## src/rtl/handle_slot_table_with_dirty_range_macros.svh

```systemverilog
// Assertion macros for the slot table block
`ifndef HANDLE_SLOT_TABLE_WITH_DIRTY_RANGE_MACROS_SVH
`define HANDLE_SLOT_TABLE_WITH_DIRTY_RANGE_MACROS_SVH
// implication checked each clock, masked during reset
`define HST_ASSERT_IMP(label, clk, rst_n, ante, cons, msg) \
    label: assert property (@(posedge clk) disable iff (!rst_n) (ante) |-> (cons)) \
        else $error(msg);
// next-cycle implication
`define HST_ASSERT_NEXT(label, clk, rst_n, ante, cons, msg) \
    label: assert property (@(posedge clk) disable iff (!rst_n) (ante) |=> (cons)) \
        else $error(msg);
`endif

```

## src/rtl/hst_pkg.sv

```systemverilog
// -----------------------------------------------------------------------------
// hst_pkg
// Shared types and codes for the slot table block.
// -----------------------------------------------------------------------------
`timescale 1ns / 1ps
`default_nettype none
package hst_pkg;
    localparam logic [2:0] OP_ALLOC     = 3'd0;
    localparam logic [2:0] OP_ALLOC_RNG = 3'd1;
    localparam logic [2:0] OP_RELEASE   = 3'd2;
    localparam logic [2:0] OP_REL_RNG   = 3'd3;
    localparam logic [2:0] OP_READ      = 3'd4;
    localparam logic [2:0] OP_WRITE     = 3'd5;
    localparam logic [2:0] OP_FLUSH     = 3'd6;
    localparam logic [2:0] OP_CLEAR     = 3'd7;

    localparam logic [1:0] ST_OK   = 2'd0;
    localparam logic [1:0] ST_BAD  = 2'd1;
    localparam logic [1:0] ST_FULL = 2'd2;
    localparam logic [1:0] ST_STK  = 2'd3;

    // controller to datapath
    typedef struct packed {
        logic load;      // capture request for the decide step
        logic rd;        // issue entry/stack read
        logic exec;      // apply a non-range op
        logic walk;      // one step of a range op
        logic finish;    // present result
    } t_cmd;

    // datapath to controller
    typedef struct packed {
        logic is_range;  // accepted range op
        logic need_rd;   // op needs a memory read before exec
        logic walk_last; // current walk step is the last
    } t_stat;
endpackage
`default_nettype wire

```

## src/rtl/hst_ctrl.sv

```systemverilog
// -----------------------------------------------------------------------------
// hst_ctrl
// Sequencer: idle, decide, read, execute, walk and done steps of each request.
// -----------------------------------------------------------------------------
`timescale 1ns / 1ps
`default_nettype none
module hst_ctrl (
    input  wire            i_clk,
    input  wire            i_rst_n,
    input  wire            i_start,
    input  wire hst_pkg::t_stat i_stat,
    output hst_pkg::t_cmd  o_cmd,
    output logic           o_busy
);
    localparam logic [2:0] S_IDLE = 3'd0;
    localparam logic [2:0] S_DEC  = 3'd1;
    localparam logic [2:0] S_RD   = 3'd2;
    localparam logic [2:0] S_EXEC = 3'd3;
    localparam logic [2:0] S_WALK = 3'd4;
    localparam logic [2:0] S_DONE = 3'd5;

    logic [2:0] r_state, n_state;

    // next state
    always_comb begin
        n_state = r_state;
        o_cmd   = '0;
        case (r_state)
            S_IDLE: begin
                if (i_start) begin
                    o_cmd.load = 1'b1;
                    n_state    = S_DEC;
                end
            end
            S_DEC: begin
                if (i_stat.is_range) begin
                    n_state = S_WALK;
                end else if (i_stat.need_rd) begin
                    o_cmd.rd = 1'b1;
                    n_state  = S_RD;
                end else begin
                    n_state = S_EXEC;
                end
            end
            S_RD: n_state = S_EXEC;
            S_EXEC: begin
                o_cmd.exec = 1'b1;
                n_state    = S_DONE;
            end
            S_WALK: begin
                o_cmd.walk = 1'b1;
                if (i_stat.walk_last) begin
                    n_state = S_DONE;
                end
            end
            S_DONE: begin
                o_cmd.finish = 1'b1;
                n_state      = S_IDLE;
            end
            default: n_state = S_IDLE;
        endcase
    end

    // state register
    always_ff @(posedge i_clk) begin
        if (!i_rst_n) begin
            r_state <= S_IDLE;
        end else begin
            r_state <= n_state;
        end
    end

    assign o_busy = (r_state != S_IDLE);
endmodule
`default_nettype wire

```

## config.mk

```make
export PLATFORM = sky130hd
export DESIGN_NAME = hst_ctrl
export DESIGN_NICKNAME = d
export VERILOG_FILES = /design/src/rtl/handle_slot_table_with_dirty_range_macros.svh /design/src/rtl/hst_pkg.sv /design/src/rtl/hst_ctrl.sv
export SDC_FILE = /design/constraint.sdc
export NUM_CORES = 1
export LEC_CHECK = 0
export BUFFER_PORTS_ARGS = -buffer_cell sky130_fd_sc_hd__buf_2
export CAP_MARGIN = 20
export CORE_AREA = 2 2 39 41
export CTS_CLUSTER_DIAMETER = 30
export DETAILED_ROUTE_END_ITERATION = 8
export DIE_AREA = 0 0 41 43
export GPL_TIMING_DRIVEN = 0
export MAX_ROUTING_LAYER = met4
export PLACE_DENSITY = 0.35
export SLEW_MARGIN = 25
export SYNTH_ARGS = -nofsm -noshare
export SYNTH_HDL_FRONTEND = slang
export SYNTH_SLANG_ARGS = --single-unit
```

## constraint.sdc

```tcl
create_clock -name i_clk -period 2 [get_ports i_clk]
set_clock_uncertainty 0.1 [all_clocks]
set_input_delay 0.2 -clock i_clk [delete_from_list [all_inputs] [get_ports i_clk]]
set_output_delay 0.2 -clock i_clk [all_outputs]
set_load 0.05 [all_outputs]
```

==> impl_summary.md <==
Drt
Dividing the detail-routed via count by the number of cells gives 3.754. The count of antenna-violating nets left after detailed routing is 0. For this block, wires on met1 add up to 250 µm. For this run, design rule violations remaining after detail routing come to 0. For this run, the detailed router's first-pass iteration total came to 2. Across all layers, the routed design uses 214 vias. In the final routed layout, each cell accounts on average for 8.579 µm.

The detailed route wirelength on metal3 is 63 µm. The met2 routed wirelength is 170 µm. The number of DRC violations after detailed-routing iteration 0 is 6. The uppermost signal routing layer after detailed routing is met4. After detailed routing, the total wire length is 489 µm.

Timing
Derived from the worst setup path, the maximum achievable clock frequency is 600.1 MHz. The final-report hold violation count came to 0. The worst slew slack as a fraction of its limit is 80.77%. Setup repair after global routing left no endpoint under its margin. At the pin with the least slew margin, the transition time is 0.2879 ns. Setup violations remaining at the end of the flow were counted as 0. The worst path in the final design needs a cycle of 1.667 ns, including I/O delays and setup. The final max-slew violation count is 0. The worst path uses 83.33% of the clock period. The final total negative setup slack is 0 ns.

Logic synthesis
The average footprint of a synthesized cell is 8.181 µm². The sequential area share after synthesis is 28.24%. The number of distinct library cells after synthesis is 16. The number of nets in the synthesized netlist is 32. The Yosys step of the flow raised 0 warnings. The flop and latch count out of synthesis is 3. The post-synthesis cell area is 212.7 µm². Synthesis produced 26 cells.

Critical path
The signal on the critical path passes through buf_6, or3_4, nor2_2, buf_2. Of all nets on the critical path, the largest fanout is 9. In this design, the stage delay of the slowest critical-path cell is 0.38 ns. STA classifies the critical path startpoint as a register. The buffer and inverter count on the worst path is 2.

The arrival time reported for the critical path endpoint is 1.37 ns. At the worst endpoint, the required time is 1.70 ns. The number of cells on the worst reg-to-reg path is 3. The startpoint of the most critical register-to-register path is r_state[0]$_SDFFE_PN0P_. The critical path capture point type is an output port. Grouping stages by cell kind, the critical path spends the most delay in simple AND/OR/NAND/NOR gates. The type of the setup path with the least slack is reg -> out. The standard cell with the maximum stage delay on the critical path is or3_4. The worst register-to-register path ends at r_state[0]$_SDFFE_PN0P_. The setup slack of the most critical reg-to-reg path is 0.84 ns.

Floorplanning
The initial standard-cell utilization of the core is 15.37%. The die is 41 µm wide. The core footprint is 1384 µm².

Row generation in the floorplan step produced 14 rows. The count of pins on the block boundary is 12. The die extent in y is 43 µm. The die covers 1763 µm².

Placement
Routability-driven placement finished with a final weighted congestion of 0.5964. The number of port buffers is 11. The placed wire-length estimate is 386.6 µm. Including well taps, the total number of placed cells is 53.

CTS
The total setup buffers inserted after CTS is 0. In this run the clock root is driven by a clkbuf_4. The clock network latency to the later pin of the worst-skew pair is 0.23 ns. The count of hold buffers inserted by post-cts repair is 0.

Clock tree synthesis inserted a total of 3 buffers. TritonCTS built the clock tree. The worst-case clock buffer depth is 2. In this run, post-CTS repair resized a total of 0 instances.

After clock tree synthesis, the clock-pin slew on the worst setup and hold paths is 0.04 ns. The clock sink count is 3. The maximum level of the CTS H-tree is 1.

Pwr
The worst-case IR drop observed on VDD is 0.1564 mV. In this run the static leakage power is 0.1588 nW. Dividing total power by cell area gives a power density of 907.3 nW/µm².

GRT
The number of global-route vias before repair came to 212. The first global-routing pass estimated 807 µm of wire. Across every metal layer, demand over resource in global routing totals 7.407%. Summed over all layers, the global routing overflow is 0. The number of antenna violations at the first check in global routing is 0. Entering global routing, the biggest net connects 10 pins.

Min path
In this run the most critical hold path is launched from i_stat[0]. In this run the worst hold path is classified as in -> reg. The path with the worst hold slack has its endpoint at r_state[0]$_SDFFE_PN0P_. The number of cells on the worst hold path is 3.

Cells and area
The final layout contains 48 nets. The count of cells in the finished layout, fillers not included, comes to 57. The top cell types in the final layout, fill and taps aside, are buf_2 (11), inv_1 (4), nor3b_1 (3), clkbuf_4 (3), dfxtp_1 (3).

The register with the most flip-flops in the final layout is r_state. The relative area change from synthesis to final layout is 47.65%. The register with the most flip-flops in the layout has 3 of them. In the final layout, the registers with the most flip-flops are r_state x3. The repair_antennas step left the layout with diodes totalling 0. The proportion of layout cells with a drive suffix above 1 is 48.78%. The library cell used most frequently in the layout, excluding fill and tap cells, is buf_2.

Run
Across the run, the number of max-cap violations was 0.

Run status
The flow ran to the end, and the final reports show no timing, DRC or antenna violations.
## metrics by stage
stage	total power [mW]	utilization, %	area, µm²	setup WS [ns]	hold slack (ns)
after floorplan	0.1577	-	212.7	0.09436	0.2322
after global placement	0.1800	20.80	287.8	0.5743	0.3528
after detailed placement	0.1806	20.80	287.8	0.5722	0.3593
after CTS	0.2920	22.69	314.1	0.3173	0.1101
after global routing	0.3039	22.69	314.1	0.2588	0.1283
final	0.2850	22.69	314.1	0.3335	0.1179
## synth_stat cells
| master | n | area, µm² |
|---|---|---|
| or3_4 | 1 | 11.26 |
| nor3b_1 | 3 | 22.52 |
| inv_1 | 4 | 15.01 |
| a21oi_1 | 2 | 10.01 |
| nor2b_2 | 1 | 8.760 |
| nor3b_2 | 1 | 12.51 |
| nor2_1 | 2 | 7.510 |
| and3_1 | 1 | 6.260 |
| o21ai_0 | 1 | 5.000 |
| buf_6 | 1 | 11.26 |
| dfxtp_1 | 3 | 60.06 |
| nand2_1 | 2 | 7.510 |
| and2_1 | 1 | 6.260 |
| nor2_2 | 1 | 6.260 |
| a211oi_1 | 1 | 7.510 |
| a2111oi_2 | 1 | 15.01 |
## worst max path at each step
stage                                 start       end  slack [ns]  depth (start not counted)
detailed placement  r_state[1]$_SDFFE_PN0P_  o_cmd[4]        0.57                          4
floorplan           r_state[2]$_SDFFE_PN0P_  o_cmd[0]        0.09                          1
global placement    r_state[1]$_SDFFE_PN0P_  o_cmd[4]        0.57                          4
CTS                 r_state[1]$_SDFFE_PN0P_  o_cmd[4]        0.32                          4
finish              r_state[1]$_SDFFE_PN0P_  o_cmd[4]        0.33                          4
global route        r_state[1]$_SDFFE_PN0P_  o_cmd[4]        0.26                          4
## cells by family (layout without fill, tap and decap cells)
family                 Yosys count  in the layout  share of synthesized area, %
DFF                              3              3                         28.24
AOI/OAI and AO/OA                5              5                         17.64
buffers and inverters            5             20                         12.35
and+or+nand+nor                 13             13                         41.77
## layer usage
| layer | track usage [%] | up-vias |
|---|---|---|
| met2 | 8.125 | 12 |
| met5 | - | - |
| met4 | 8.000 | 0 |
| li1 | - | 117 |
| met1 | 9.003 | 83 |
| met3 | 3.141 | 2 |
## power by group
| group | total (mW) | switching, mW | internal, mW |
|---|---|---|---|
| logic | 0.105 | 0.0679 | 0.0367 |
| clock network | 0.106 | 0.0314 | 0.0748 |
| registers | 0.0742 | 0.00774 | 0.0665 |
| total | 0.285 | 0.107 | 0.178 |
## layout make-up
| class | instances | area [µm²] |
|---|---|---|
| fill | 157 | 1070 |
| timing repair buffer | 11 | 55.05 |
| buffer | 1 | 11.26 |
| multi-input combinational | 18 | 126.4 |
| tap | 16 | 20.02 |
| sequential | 3 | 60.06 |
| clock buffer | 4 | 26.28 |
| inverter | 4 | 15.01 |
## worst register-to-register path: cells and delay by family, from the launching register on
family | cells | cell delay, ns
AOI/OAI and AO/OA | 2 | 0.43
DFF | 1 | 0.33
and+or+nand+nor | 1 | 0.17
(Power assumes the default switching activity.)
